==> src/hw/rtl/afx_pkg.sv <==
// afx_pkg: types and constants shared by the api frame transmitter modules
// no dependencies; compile before every other file of the block
package afx_pkg;

    // operation codes of an input word
    localparam logic [1:0] OP_START_RAW = 2'd0;
    localparam logic [1:0] OP_START_TX  = 2'd1;
    localparam logic [1:0] OP_PAYLOAD   = 2'd2;

    // configuration register indexes
    localparam logic [1:0] CFG_FRAME_ID  = 2'd0;
    localparam logic [1:0] CFG_RADIUS    = 2'd1;
    localparam logic [1:0] CFG_TX_OPTS   = 2'd2;

    localparam logic [7:0]  FRAME_ID_RESET = 8'h01;
    localparam logic [7:0]  DELIM_BYTE     = 8'h7E;
    localparam logic [7:0]  TYPE_TX_REQ    = 8'h10;
    localparam logic [7:0]  SUM_BASE       = 8'hFF;
    localparam logic [15:0] HDR_EXTRA      = 16'd14;
    localparam logic [15:0] MAX_TX_PAYLOAD = 16'd65521;

    // last header step of each command kind
    localparam logic [4:0] STEP_RAW_LAST  = 5'd2;
    localparam logic [4:0] STEP_TX_LAST   = 5'd16;
    localparam logic [4:0] STEP_DATA_LAST = 5'd0;

    typedef enum logic [1:0] {
        KIND_RAW  = 2'd0,
        KIND_TX   = 2'd1,
        KIND_DATA = 2'd2
    } t_kind;

    // command passed from the classifier to the byte sequencer
    typedef struct packed {
        t_kind        kind;
        logic         last;      // closes the frame with a checksum
        logic [15:0]  flen;
        logic [63:0]  dest;
        logic [15:0]  net;
        logic [7:0]   data;
    } t_cmd;

    typedef struct packed {
        logic [7:0] frame_id;
        logic [7:0] radius;
        logic [7:0] tx_options;
    } t_cfg;

endpackage

==> src/hw/rtl/afx_front.sv <==
// afx_front: classifies input words and tracks the open frame
// depends on afx_pkg
module afx_front (
    input  logic                i_clk,
    input  logic                i_rst_n,
    input  logic                i_accept,
    input  logic [1:0]          i_operation,
    input  logic [63:0]         i_dest_address,
    input  logic [15:0]         i_network_address,
    input  logic [15:0]         i_payload_length,
    input  logic [7:0]          i_data_byte,
    output logic                o_cmd_push,
    output afx_pkg::t_cmd       o_cmd
);
    import afx_pkg::*;

    logic [15:0] r_bytes_left, n_bytes_left;
    logic        r_frame_open, n_frame_open;
    logic [15:0] plen_tx;
    logic [15:0] count;

    always_comb begin
        plen_tx = (i_payload_length > MAX_TX_PAYLOAD) ? MAX_TX_PAYLOAD : i_payload_length;
        count   = (i_operation == OP_START_TX) ? plen_tx : i_payload_length;

        o_cmd.kind = KIND_DATA;
        o_cmd.last = 1'b0;
        o_cmd.flen = (i_operation == OP_START_TX) ? plen_tx + HDR_EXTRA : i_payload_length;
        o_cmd.dest = i_dest_address;
        o_cmd.net  = i_network_address;
        o_cmd.data = i_data_byte;
        o_cmd_push   = 1'b0;
        n_bytes_left = r_bytes_left;
        n_frame_open = r_frame_open;

        case (i_operation) inside
            OP_START_RAW, OP_START_TX: begin
                o_cmd.kind = (i_operation == OP_START_TX) ? KIND_TX : KIND_RAW;
                o_cmd.last = (count == 16'd0);
                if (i_accept) begin
                    o_cmd_push   = 1'b1;
                    n_bytes_left = count;
                    n_frame_open = (count != 16'd0);
                end
            end
            OP_PAYLOAD: begin
                o_cmd.last = (r_bytes_left == 16'd1);
                if (i_accept && r_frame_open) begin
                    o_cmd_push   = 1'b1;
                    n_bytes_left = r_bytes_left - 16'd1;
                    n_frame_open = (r_bytes_left != 16'd1);
                end
            end
            default: begin
                o_cmd_push = 1'b0;
            end
        endcase
    end

    always_ff @(posedge i_clk) begin
        if (!i_rst_n) begin
            r_bytes_left <= '0;
            r_frame_open <= 1'b0;
        end else begin
            r_bytes_left <= n_bytes_left;
            r_frame_open <= n_frame_open;
        end
    end

endmodule

==> src/hw/rtl/afx_cmd_fifo.sv <==
// afx_cmd_fifo: short command queue between classifier and sequencer
// depends on afx_pkg
module afx_cmd_fifo #(
    parameter int DEPTH = 4
) (
    input  logic                i_clk,
    input  logic                i_rst_n,
    input  logic                i_push,
    input  afx_pkg::t_cmd       i_data,
    output logic                o_full,
    input  logic                i_pop,
    output afx_pkg::t_cmd       o_data,
    output logic                o_empty
);
    import afx_pkg::*;

    localparam int PW = $clog2(DEPTH);
    localparam int CW = $clog2(DEPTH + 1);
    localparam logic [PW-1:0] PTR_LAST = PW'(DEPTH - 1);
    localparam logic [CW-1:0] CNT_FULL = CW'(DEPTH);

    t_cmd          r_mem [DEPTH];
    logic [PW-1:0] r_wr_ptr, n_wr_ptr;
    logic [PW-1:0] r_rd_ptr, n_rd_ptr;
    logic [CW-1:0] r_count, n_count;
    logic          do_push, do_pop;

    assign o_full  = (r_count == CNT_FULL);
    assign o_empty = (r_count == '0);
    assign o_data  = r_mem[r_rd_ptr];

    always_comb begin
        do_push  = i_push && !o_full;
        do_pop   = i_pop && !o_empty;
        n_wr_ptr = r_wr_ptr;
        n_rd_ptr = r_rd_ptr;
        n_count  = r_count;
        if (do_push) begin
            n_wr_ptr = (r_wr_ptr == PTR_LAST) ? '0 : r_wr_ptr + 1'b1;
        end
        if (do_pop) begin
            n_rd_ptr = (r_rd_ptr == PTR_LAST) ? '0 : r_rd_ptr + 1'b1;
        end
        if (do_push && !do_pop) begin
            n_count = r_count + 1'b1;
        end else if (do_pop && !do_push) begin
            n_count = r_count - 1'b1;
        end
    end

    always_ff @(posedge i_clk) begin
        if (!i_rst_n) begin
            r_wr_ptr <= '0;
            r_rd_ptr <= '0;
            r_count  <= '0;
        end else begin
            r_wr_ptr <= n_wr_ptr;
            r_rd_ptr <= n_rd_ptr;
            r_count  <= n_count;
        end
    end

    always_ff @(posedge i_clk) begin
        if (do_push) begin
            r_mem[r_wr_ptr] <= i_data;
        end
    end

endmodule

==> src/hw/rtl/afx_back.sv <==
// afx_back: byte sequencer, running checksum and output register
// depends on afx_pkg
module afx_back (
    input  logic                i_clk,
    input  logic                i_rst_n,
    input  logic                i_cmd_empty,
    input  afx_pkg::t_cmd       i_cmd,
    output logic                o_cmd_pop,
    input  afx_pkg::t_cfg       i_cfg,
    input  logic                i_out_pop,
    output logic                o_out_valid,
    output logic [7:0]          o_tx_byte,
    output logic                o_frame_end
);
    import afx_pkg::*;

    t_cmd       r_cmd, n_cmd;
    logic       r_busy, n_busy;
    logic [4:0] r_step, n_step;
    logic [7:0] r_sum, n_sum;
    logic       r_out_valid, n_out_valid;
    logic [7:0] r_out_byte, n_out_byte;
    logic       r_out_end, n_out_end;

    logic       out_ready, fire, last, load, is_csum, summed;
    logic [4:0] hdr_last;
    logic [7:0] cur_byte;

    always_comb begin
        case (r_cmd.kind)
            KIND_RAW: hdr_last = STEP_RAW_LAST;
            KIND_TX:  hdr_last = STEP_TX_LAST;
            default:  hdr_last = STEP_DATA_LAST;
        endcase
        is_csum = (r_step == hdr_last + 5'd1);

        summed   = 1'b0;
        cur_byte = SUM_BASE - r_sum;
        if (!is_csum) begin
            case (r_cmd.kind)
                KIND_RAW: begin
                    case (r_step)
                        5'd0:    cur_byte = DELIM_BYTE;
                        5'd1:    cur_byte = r_cmd.flen[15:8];
                        default: cur_byte = r_cmd.flen[7:0];
                    endcase
                end
                KIND_TX: begin
                    summed = (r_step >= 5'd3);
                    case (r_step)
                        5'd0:    cur_byte = DELIM_BYTE;
                        5'd1:    cur_byte = r_cmd.flen[15:8];
                        5'd2:    cur_byte = r_cmd.flen[7:0];
                        5'd3:    cur_byte = TYPE_TX_REQ;
                        5'd4:    cur_byte = i_cfg.frame_id;
                        5'd5:    cur_byte = r_cmd.dest[63:56];
                        5'd6:    cur_byte = r_cmd.dest[55:48];
                        5'd7:    cur_byte = r_cmd.dest[47:40];
                        5'd8:    cur_byte = r_cmd.dest[39:32];
                        5'd9:    cur_byte = r_cmd.dest[31:24];
                        5'd10:   cur_byte = r_cmd.dest[23:16];
                        5'd11:   cur_byte = r_cmd.dest[15:8];
                        5'd12:   cur_byte = r_cmd.dest[7:0];
                        5'd13:   cur_byte = r_cmd.net[15:8];
                        5'd14:   cur_byte = r_cmd.net[7:0];
                        5'd15:   cur_byte = i_cfg.radius;
                        default: cur_byte = i_cfg.tx_options;
                    endcase
                end
                default: begin
                    summed   = 1'b1;
                    cur_byte = r_cmd.data;
                end
            endcase
        end

        last      = is_csum || ((r_step == hdr_last) && !r_cmd.last);
        out_ready = !r_out_valid || i_out_pop;
        fire      = r_busy && out_ready;
        load      = (!r_busy || (fire && last)) && !i_cmd_empty;
        o_cmd_pop = load;

        n_cmd  = load ? i_cmd : r_cmd;
        n_busy = r_busy;
        n_step = r_step;
        if (load) begin
            n_busy = 1'b1;
            n_step = '0;
        end else if (fire) begin
            n_busy = !last;
            n_step = r_step + 5'd1;
        end

        n_sum = r_sum;
        if (fire && summed) begin
            n_sum = r_sum + cur_byte;
        end
        if (load && (i_cmd.kind != KIND_DATA)) begin
            n_sum = '0;
        end

        n_out_valid = r_out_valid;
        n_out_byte  = r_out_byte;
        n_out_end   = r_out_end;
        if (fire) begin
            n_out_valid = 1'b1;
            n_out_byte  = cur_byte;
            n_out_end   = is_csum;
        end else if (i_out_pop) begin
            n_out_valid = 1'b0;
        end
    end

    always_ff @(posedge i_clk) begin
        if (!i_rst_n) begin
            r_busy      <= 1'b0;
            r_step      <= '0;
            r_sum       <= '0;
            r_out_valid <= 1'b0;
        end else begin
            r_busy      <= n_busy;
            r_step      <= n_step;
            r_sum       <= n_sum;
            r_out_valid <= n_out_valid;
        end
    end

    always_ff @(posedge i_clk) begin
        r_cmd      <= n_cmd;
        r_out_byte <= n_out_byte;
        r_out_end  <= n_out_end;
    end

    assign o_out_valid = r_out_valid;
    assign o_tx_byte   = r_out_byte;
    assign o_frame_end = r_out_end;

endmodule

==> src/hw/rtl/api_frame_transmitter_unit.sv <==
// api frame transmitter: start items burst 3-4 (raw) or 17-18 (transmit) bytes,
// payload items 1 or 2; the sequencer emits one byte per cycle unless the output stalls, which sets the rate
// the first byte of an item passes the command queue, the sequencer command register and the output register
// input words are taken every cycle while the command queue has room
// reset is synchronous, active low: queue, frame state and output flushed,
// frame id back to 1, radius and options back to 0
module api_frame_transmitter_unit #(
    parameter int CMD_DEPTH = 4
) (
    input  logic        i_clk,
    input  logic        i_rst_n,
    // input word queue side
    input  logic        i_push,
    output logic        o_full,
    input  logic [1:0]  i_operation,
    input  logic [63:0] i_dest_address,
    input  logic [15:0] i_network_address,
    input  logic [15:0] i_payload_length,
    input  logic [7:0]  i_data_byte,
    // result queue side
    output logic        o_empty,
    input  logic        i_pop,
    output logic [7:0]  o_tx_byte,
    output logic        o_frame_end,
    // configuration writes
    input  logic        i_cfg_we,
    input  logic [1:0]  i_cfg_index,
    input  logic [7:0]  i_cfg_data
);
    import afx_pkg::*;

    // configuration registers; user writes only while block is idle, not enforced
    logic [7:0] r_frame_id, n_frame_id;
    logic [7:0] r_radius, n_radius;
    logic [7:0] r_tx_options, n_tx_options;
    t_cfg       cfg;

    // front to queue, queue to back
    logic       accept;
    logic       front_push;
    t_cmd       front_cmd;
    logic       q_full, q_empty, q_pop;
    t_cmd       q_cmd;
    logic       out_valid;

    always_comb begin
        n_frame_id   = r_frame_id;
        n_radius     = r_radius;
        n_tx_options = r_tx_options;
        if (i_cfg_we) begin
            case (i_cfg_index)
                CFG_FRAME_ID: n_frame_id   = i_cfg_data;
                CFG_RADIUS:   n_radius     = i_cfg_data;
                CFG_TX_OPTS:  n_tx_options = i_cfg_data;
                default:      n_frame_id   = r_frame_id;   // unused index, ignored
            endcase
        end
    end

    always_ff @(posedge i_clk) begin
        if (!i_rst_n) begin
            r_frame_id   <= FRAME_ID_RESET;
            r_radius     <= '0;
            r_tx_options <= '0;
        end else begin
            r_frame_id   <= n_frame_id;
            r_radius     <= n_radius;
            r_tx_options <= n_tx_options;
        end
    end

    assign cfg.frame_id   = r_frame_id;
    assign cfg.radius     = r_radius;
    assign cfg.tx_options = r_tx_options;

    // every word is taken while the queue has room, even one that makes no output
    assign o_full = q_full;
    assign accept = i_push && !q_full;

    afx_front u_front (
        .i_clk             (i_clk),
        .i_rst_n           (i_rst_n),
        .i_accept          (accept),
        .i_operation       (i_operation),
        .i_dest_address    (i_dest_address),
        .i_network_address (i_network_address),
        .i_payload_length  (i_payload_length),
        .i_data_byte       (i_data_byte),
        .o_cmd_push        (front_push),
        .o_cmd             (front_cmd)
    );

    afx_cmd_fifo #(
        .DEPTH (CMD_DEPTH)
    ) u_fifo (
        .i_clk   (i_clk),
        .i_rst_n (i_rst_n),
        .i_push  (front_push),
        .i_data  (front_cmd),
        .o_full  (q_full),
        .i_pop   (q_pop),
        .o_data  (q_cmd),
        .o_empty (q_empty)
    );

    // sequencer: one byte per cycle into the output register unless it stalls
    afx_back u_back (
        .i_clk       (i_clk),
        .i_rst_n     (i_rst_n),
        .i_cmd_empty (q_empty),
        .i_cmd       (q_cmd),
        .o_cmd_pop   (q_pop),
        .i_cfg       (cfg),
        .i_out_pop   (i_pop),
        .o_out_valid (out_valid),
        .o_tx_byte   (o_tx_byte),
        .o_frame_end (o_frame_end)
    );

    assign o_empty = !out_valid;

endmodule

==> config.mk <==
export PLATFORM = sky130hd
export DESIGN_NAME = api_frame_transmitter_unit
export DESIGN_NICKNAME = d
export VERILOG_FILES = /design/src/hw/rtl/afx_pkg.sv /design/src/hw/rtl/afx_front.sv /design/src/hw/rtl/afx_cmd_fifo.sv /design/src/hw/rtl/afx_back.sv /design/src/hw/rtl/api_frame_transmitter_unit.sv
export SDC_FILE = /design/constraint.sdc
export NUM_CORES = 1
export LEC_CHECK = 0
export BUFFER_PORTS_ARGS = -buffer_cell sky130_fd_sc_hd__buf_2
export CAP_MARGIN = 25
export CELL_PAD_IN_SITES_DETAIL_PLACEMENT = 0
export CELL_PAD_IN_SITES_GLOBAL_PLACEMENT = 1
export CORE_MARGIN = 1
export CORE_UTILIZATION = 35
export DETAILED_ROUTE_END_ITERATION = 7
export PLACE_DENSITY_LB_ADDON = 0.1
export SYNTH_ARGS = -nofsm -noshare
export SYNTH_HDL_FRONTEND = slang
export SYNTH_SLANG_ARGS = --single-unit
==> constraint.sdc <==
create_clock -name i_clk -period 13.1 [get_ports i_clk]
set_clock_uncertainty 0.1 [all_clocks]
set_input_delay 3.275 -clock i_clk [delete_from_list [all_inputs] [get_ports i_clk]]
set_output_delay 3.275 -clock i_clk [all_outputs]
set_load 0.03 [all_outputs]
==> results of run 1 <==
[area by class of cell]
| cell class | count | area (µm²) |
|---|---|---|
| clock buffer | 98 | 1910 |
| sequential | 609 | 17600 |
| inverter | 25 | 96.3 |
| clock inverter | 21 | 205 |
| tap | 873 | 1090 |
| multi-input combinational | 630 | 6060 |
| fill | 5998 | 39800 |
| timing repair buffer | 148 | 787 |
[registers in the layout (all words and copies together) (netlist names), 3 cells and up, named ones only]
register,flops
u_back.r_step,5
r_frame_id,8
r_tx_options,8
u_back.r_sum,8
u_fifo.r_mem,428
u_front.r_bytes_left,16
r_radius,8
u_back.r_cmd,107
u_back.o_tx_byte,8
u_fifo.r_count,3
[kinds of logic after synthesis]
logic type      count (synthesis)
xor+xnor                       23
mux                           166
simple gates                  242
flops                         609
buf+inv                        91
compound gates                175
fa+ha+maj                      24
[worst register-to-register path, stage by stage (launching register included)]
cell and delay, ns:
dfxtp_2 0.31, buf_4 0.45, mux2i_1 0.64, o22ai_1 0.20, a311oi_1 0.43, nand4_1 0.15
a21oi_1 0.44, o22ai_1 0.26, ha_1 0.35, a21o_1 0.17, a211oi_1 0.24, nor2_1 0.11
o41ai_1 0.33, xor2_1 0.13, or3_1 0.34, a21oi_2 0.13
[Yosys cell counts, drive strengths merged, types with 4 or more instances]
library cell / instances
a32oi: 4
edfxtp: 544
ha: 22
nand4: 7
o221a: 4
nand3: 23
buf: 29
mux2: 10
nor2b: 42
xnor2: 13
nor4: 8
o21ai: 28
nor3: 14
a21oi: 44
a221oi: 4
or3: 5
and4bb: 4
or2: 4
and2: 11
nand2: 42
and3: 6
a211oi: 6
a21o: 7
mux4: 108
o31ai: 4
a31oi: 9
nor2: 51
nand2b: 11
o22a: 4
inv: 24
o22ai: 11
xor2: 10
a22oi: 16
dfxtp: 65
a21boi: 6
nand3b: 9
mux2i: 48
clkbuf: 37
[stage by stage]
stage | power, mW | hold WS (ns) | setup WS, ns
6_report | 5.71 | 0.372 | 6.42
5_1_grt | 5.98 | 0.391 | 6.15
3_5_place_dp | 3.97 | 0.362 | 5.76
4_1_cts | 5.82 | 0.370 | 6.39
2_1_floorplan | 3.50 | 0.337 | 6.03
3_3_place_gp | 3.97 | 0.356 | 5.75
[power by group]
group          internal, mW  leakage [nW]  switching [mW]
Sequential             2.52          5.53           0.193
Combinational         0.468          2.64           0.718
Clock                  1.07          1.03           0.744
[metal layers]
layer | global-route usage (%) | routed length [µm]
met5 | 0 | 0
met4 | 4.90 | 1030
met3 | 2.59 | 2130
met2 | 28.0 | 28700
met1 | 23.5 | 26800
[worst paths after layout]
kind / endpoint / slack (ns) / startpoint
max: u_fifo.r_mem[3][37] / 6.42 / i_operation[1]
min: u_front.r_bytes_left[15] / 0.37 / u_front.r_bytes_left[15]
max reg2reg: u_back.r_sum[7] / 8.25 / u_back.r_step[3]
min reg2reg: u_front.r_bytes_left[15] / 0.37 / u_front.r_bytes_left[15]
==> flow_summary.toml, run 1 <==
[clocking]
ctsResizeCount = 0
cts_setup_buffers = 0
clock-sinks = 609
clock-root-buffer = "clkbuf_16"
clk_latency_ns = 0.60
clk_pin_slew_ns = 0.06
cts_tree = "done"
htree_levels = 3
clockBufferDepth = 3
holdBufCountCts = 0
cts_buffers = 68

[synth]
synth-simple-area-share_pct = 5.42
synth_top_area_share_pct = 67.8
yosys.cell_types.count = 75
muxShareOfSynthArea_pct = 12.6
syn-instance-count = 1330
ys_ff_latch = 609
synthArstFlopShare_pct = 0
syn_avg_cell_area_um2 = 18.1
synth_compound_area_share_pct = 4.98
syn-num-nets = 1475
synth-xor-area-share_pct = 0.836
synth_fa_ha_area_share_pct = 1.31
netlist.top_cell.by_area = "edfxtp_1"
synth.area.top_cells = "edfxtp_1 68%, mux4_2 10%, dfxtp_1 5.4%"
yosysWarnings = 0
ys.flop_type = "edfxtp_1"
ys_seq_area_share_pct = 73.2
syn_area_mm2 = 0.0241
synth-edff-count = 544
synth_top_family_by_area = "multiplexers"

[worst_setup_path]
crit_cells = 8
end_kind = "flip-flop"
cp_cell_sequence = "buf_2, clkinv_1, a21o_1, nand3_1, buf_4, inv_1, and2_4, buf_4"
cp_common_cell = "buf_4"
path_max_fanout = 55
cp_slowest_cell = "and2_4"
cp.required_ns = 13.21
cp_top_family = "buffers and inverters"
cp.arrival_ns = 6.78
crit_type = "input pin to flip-flop"
cpPeakStageDelay_ns = 0.91
crit_buf_inv = 5
reg2reg_depth = 15
setup.worst_path.start_class = "input pin"

[floorplan]
rows = 95
die_x_um = 264
core_area_mm2 = 0.0676
dieHeight_um = 264
io_pins = 132
initial_core_util_pct = 35.6
dieArea_mm2 = 0.0699

[grt]
overflow = 0
grt_max_degree = 67
grt_use_total_pct = 17.0
grt_pass1_wl_um = 87500
antenna_found_initial = 0
grt_pass1_vias = 13000

[placement]
postPlaceCellArea_mm2 = 0.0257
place_inst = 2284
place_congestion = 0.833
io_buffers = 131
place_hpwl_um = 37700

[timing]
finalHoldViolCount = 0
fin_crit_sh_pct = 51.0
fmax_ghz = 0.150
setup_viol = 0
rsz0062_at_grt = "no"
final_max_slew_viol_count = 0
max_slew_margin_pct = 33.0
tns_ns = 0
finalCriticalPeriod_ns = 6.68
tightest_slew_ns = 1.00

[min_path]
hp-class = "flip-flop to flip-flop"
worstHoldPathCells = 2

[route]
vias = 12500
wl_per_cell_um = 24.4
viasPerCell = 5.19
wl_um = 58600
ant_nets = 0
drc_errors = 0
drt_first_iter_violations = 932
drt_first_pass_iters = 5

[status]
status = "completed"

[finish]
final_util_pct = 41.1
nets = 1627
final_cell_count_no_fill = 2404
area_growth_pct = 15.3
final_common_cell = "edfxtp_1"
drive_gt1_share_pct = 25.1
final_cell_mix = "544 x edfxtp_1, 131 x buf_2, 108 x mux4_2"
diodes = 0
final_area_mm2 = 0.0278

[power_and_ir_drop]
p_leak_nw = 9.20
power.density_mw_per_mm2 = 206
max-vdd-ir-drop_uv = 86.2

[flow_run]
drv_cap = 0
Note: power is estimated with default switching activity, not from simulation.
==> run 2, diff against run 1 <==
- clock period: 13.1 -> 6.2 ns (I/O delays scaled with it)
==> flow_summary.toml, run 2 (same netlist as run 1, synthesis figures left out) <==
[route]
drt_first_iter_violations = 966
vias = 12400
drt_first_pass_iters = 5
drc_errors = 0
ant_nets = 0
wl_um = 58600
viasPerCell = 5.13
wl_per_cell_um = 24.3

[placement]
place_inst = 2287
place_congestion = 0.889
dp_worst_setup_slack_ns = 1.45
place_hpwl_um = 37800
io_buffers = 131

[timing]
rsz0062_at_grt = "no"
fin_ws_ns = 1.41
finalCriticalPeriod_ns = 4.79
fin_crit_sh_pct = 77.3
final_max_slew_viol_count = 0
fmax_ghz = 0.209
tightest_slew_ns = 0.995
finalHoldViolCount = 0
tns_ns = 0
max_slew_margin_pct = 33.4
setup_viol = 0

[power_and_ir_drop]
finalPower_mw = 12.5
p_leak_nw = 9.36
max-vdd-ir-drop_uv = 245
power.density_mw_per_mm2 = 444

[min_path]
hold_start = "u_front.r_bytes_left[15]"
hp-class = "flip-flop to flip-flop"

[finish]
diodes = 0
reg.largest.list = "u_fifo.r_mem: 428 flops, u_back.r_cmd: 107 flops, u_front.r_bytes_left: 16 flops"
final_common_cell = "edfxtp_1"
drive_gt1_share_pct = 26.2
largest_reg_flops = 428
regMostFlops = "u_fifo.r_mem"
final_cell_mix = "544 x edfxtp_1, 131 x buf_2, 108 x mux4_2"
nets = 1630
final_cell_count_no_fill = 2413
area_growth_pct = 16.7

[worst_setup_path]
cp-startpoint = "u_back.r_step[2]"
crit_type = "flip-flop to flip-flop"
setup.worst_path.start_class = "flip-flop"
path_max_fanout = 22
cp.required_ns = 6.63
cp.arrival_ns = 5.23
end_kind = "flip-flop"
r2r_start = "u_back.r_step[2]"

[floorplan]
core_area_mm2 = 0.0676
dieArea_mm2 = 0.0699
initial_core_util_pct = 35.6
die_x_um = 264
io_pins = 132
rows = 95
dieHeight_um = 264

[clocking]
htree_levels = 3
cts_tree = "done"
clk_pin_slew_ns = 0.06
clock-sinks = 609
holdBufCountCts = 0
cts_buffers = 69
ctsResizeCount = 0
clk_latency_ns = 0.61
clock-root-buffer = "clkbuf_16"
clockBufferDepth = 3
cts_setup_buffers = 0

[grt]
grt_use_total_pct = 17.1
grtUsageMet1_pct = 23.6
antenna_found_initial = 1
grt_max_degree = 108
grt_pass1_vias = 12800
top_usage_layer = "met2"
grt.met3_usage_pct = 3.29
gr-usage-met2_pct = 27.8
grt_pass1_wl_um = 87600
overflow = 0

[status]
status = "completed"

[flow_run]
drv_cap = 0
run 2: cell count changes in the layout (fill, tap and decap cells not counted), moves of 4 or more:
cell,previous run,this run
buf_12,0,7
clkinv_2,6,16
clkinv_1,8,15
buf_4,16,12
clkbuf_1,24,7
bufinv_16,3,10
run 2: layout make-up:
cell class	count	area [µm²]
clock buffers	78	1780
clock inverters	48	553
fillers	6063	39500
inverters	25	96.3
multi-input cells	630	6060
flip-flops and latches	609	17600
well taps	873	1090
repair buffers	150	886
run 2: metal layers:
| layer | part of all wire [%] | wire (µm) |
|---|---|---|
| met1 | 46 | 26700 |
| met2 | 49 | 28500 |
| met3 | 3.6 | 2130 |
| met5 | 0.029 | 17 |
| met4 | 2.0 | 1190 |
run 2: worst max-delay path, stage by stage, from the launching register on:
cell	delay, ns
dfxtp_1	0.88
nor2b_1	0.42
and2_1	0.29
a22o_1	0.19
a221oi_1	0.27
nand4_1	0.14
a21oi_1	0.39
o22ai_1	0.26
ha_1	0.35
a21o_1	0.17
a211oi_1	0.23
nor2_1	0.09
o41ai_1	0.32
xor2_1	0.13
or3_1	0.34
a21oi_2	0.13
run 2: worst paths after layout:
kind,endpoint,slack (ns),cells past startpoint
min reg2reg,u_front.r_bytes_left[15],0.37,2
min,u_front.r_bytes_left[15],0.37,2
max,u_back.r_sum[7],1.41,15
max reg2reg,u_back.r_sum[7],1.41,15
run 2: stage by stage:
| step | instance area, µm² | hold WS [ns] | utilization, % |
|---|---|---|---|
| finish | 28100 | 0.367 | 41.6 |
| detailed placement | 25800 | 0.360 | 38.1 |
| global route | 28100 | 0.411 | 41.6 |
| global placement | 25800 | 0.350 | 38.1 |
| CTS | 28100 | 0.369 | 41.6 |
| floorplan | 24100 | 0.337 | - |
run 2: power by group:
| group | switching, mW | internal, mW |
|---|---|---|
| Clock | 1.66 | 2.51 |
| Combinational | 1.53 | 1.02 |
| Sequential | 0.445 | 5.32 |
==> run 3, diff against run 2 <==
- clock period: 6.2 -> 4.1 ns (I/O delays scaled with it)
==> flow_summary.toml, run 3 (same netlist as run 1, synthesis figures left out) <==
[floorplan]
die_x_um = 264
dieArea_mm2 = 0.0699
core_area_mm2 = 0.0676
dieHeight_um = 264
io_pins = 132
initial_core_util_pct = 35.6
rows = 95

[finish]
regMostFlops = "u_fifo.r_mem"
final_util_pct = 42.1
drive_gt1_share_pct = 28.6
final_cell_mix = "544 x edfxtp_1, 131 x buf_2, 108 x mux4_2"
final_common_cell = "edfxtp_1"
reg.largest.list = "u_fifo.r_mem: 428 flops, u_back.r_cmd: 107 flops, u_front.r_bytes_left: 16 flops"
area_growth_pct = 18.1
nets = 1685
largest_reg_flops = 428

[status]
status = "completed"

[worst_setup_path]
cp.required_ns = 4.53
reg2reg_depth = 17
crit_end = "u_back.r_sum[7]"
cp-startpoint = "u_back.r_step[1]"
end_kind = "flip-flop"
rrSetupSlack_ns = 0.26
path_max_fanout = 10
r2r_start = "u_back.r_step[1]"
crit_type = "flip-flop to flip-flop"
setup.worst_path.start_class = "flip-flop"
r2r_end = "u_back.r_sum[7]"
cp.arrival_ns = 4.28

[clocking]
clk_pin_slew_ns = 0.06
clock-root-buffer = "clkbuf_16"
cts_buffers = 69
cts_setup_buffers = 0
holdBufCountCts = 0
htree_levels = 3
cts_tree = "done"
clk_latency_ns = 0.60
clockBufferDepth = 3
ctsResizeCount = 0
clock-sinks = 609

[route]
vias = 12700
viasPerCell = 5.15
drc_errors = 0
wl_um = 61400
drt_first_iter_violations = 880
ant_nets = 0
drt_first_pass_iters = 5
wl_per_cell_um = 24.9

[timing]
tns_ns = 0
finalCriticalPeriod_ns = 3.84
finalHoldViolCount = 0
tightest_slew_ns = 0.897
final_max_slew_viol_count = 0
fin_crit_sh_pct = 93.8
setup_viol = 0
fmax_ghz = 0.260
max_slew_margin_pct = 39.9

[grt]
antenna_found_initial = 6
grt_max_degree = 55
overflow = 0
grt_use_total_pct = 17.9
grt_pass1_vias = 13400
grt_pass1_wl_um = 91200

[power_and_ir_drop]
power.density_mw_per_mm2 = 662
max-vdd-ir-drop_uv = 453
p_leak_nw = 9.56
finalPower_mw = 18.8

[placement]
io_buffers = 131
place_congestion = 0.887
place_hpwl_um = 41200

[flow_run]
drv_cap = 0

[min_path]
hp-class = "flip-flop to flip-flop"
run 3: cell count changes in the layout (fill, tap and decap cells not counted), sizes merged:
cell	delta
buf	+55
bufinv	-6
clkbuf	+13
clkinv	-11
clkinvlp	+1
diode	+1
inv	-2
run 3: area by class of cell:
type	count	area (µm²)
antenna	1	2.50
clock buffer	91	1870
clock inverter	30	284
fill	6041	39200
inverter	25	97.6
multi-input combinational	630	6090
sequential	609	17600
tap	873	1090
timing repair buffer	205	1390
run 3: worst min path at each step:
| stage | cells past startpoint | startpoint | end | slack, ns |
|---|---|---|---|---|
| after global routing | 2 | u_front.r_bytes_left[15] | u_front.r_bytes_left[15] | 0.39 |
| final | 2 | u_front.r_frame_open | u_front.r_frame_open | 0.37 |
| after floorplan | 2 | r_frame_id[0] | r_frame_id[0] | 0.34 |
| after detailed placement | 2 | u_front.r_bytes_left[15] | u_front.r_bytes_left[15] | 0.36 |
| after global placement | 2 | u_front.r_bytes_left[15] | u_front.r_bytes_left[15] | 0.35 |
| after CTS | 2 | u_front.r_bytes_left[15] | u_front.r_bytes_left[15] | 0.37 |
run 3: routing by layer:
layer / global-route usage, % / wire [µm] / vias up
li1: - / - / 5757
met1: 24.6 / 27900 / 6596
met2: 28.8 / 29500 / 239
met3: 3.62 / 2380 / 98
met4: 5.28 / 1530 / 10
met5: 0 / 57 / -
run 3: stage by stage:
stage          hold slack (ns)  std cells  cell area (µm²)  setup slack (ns)
6_report                 0.365       2464            28500             0.256
5_1_grt                  0.386       2463            28500           -0.0110
4_1_cts                  0.370       2463            28400             0.149
3_5_place_dp             0.363       2342            26300             0.156
3_3_place_gp             0.350       2342            26300             0.138
2_1_floorplan            0.337       1330            24100             0.246
run 3: worst max-delay path: stages, from the launching register on:
cell and delay [ns]:
dfxtp_1 0.40, inv_2 0.09, ha_1 0.20, buf_4 0.19, nand3b_1 0.19, buf_4 0.16
o2bb2ai_1 0.08, a221oi_1 0.30, nand4_1 0.14, a21oi_1 0.28, o22ai_1 0.16, ha_1 0.37
a211oi_2 0.20, nor2_1 0.10, o41ai_2 0.24, xor2_1 0.11, or3_1 0.34, a21oi_2 0.14
run 3: power breakdown:
part	internal (mW)	switching [mW]	total, mW
Sequential	8.04	0.742	8.79
Clock	3.46	2.42	5.89
Combinational	1.78	2.39	4.18
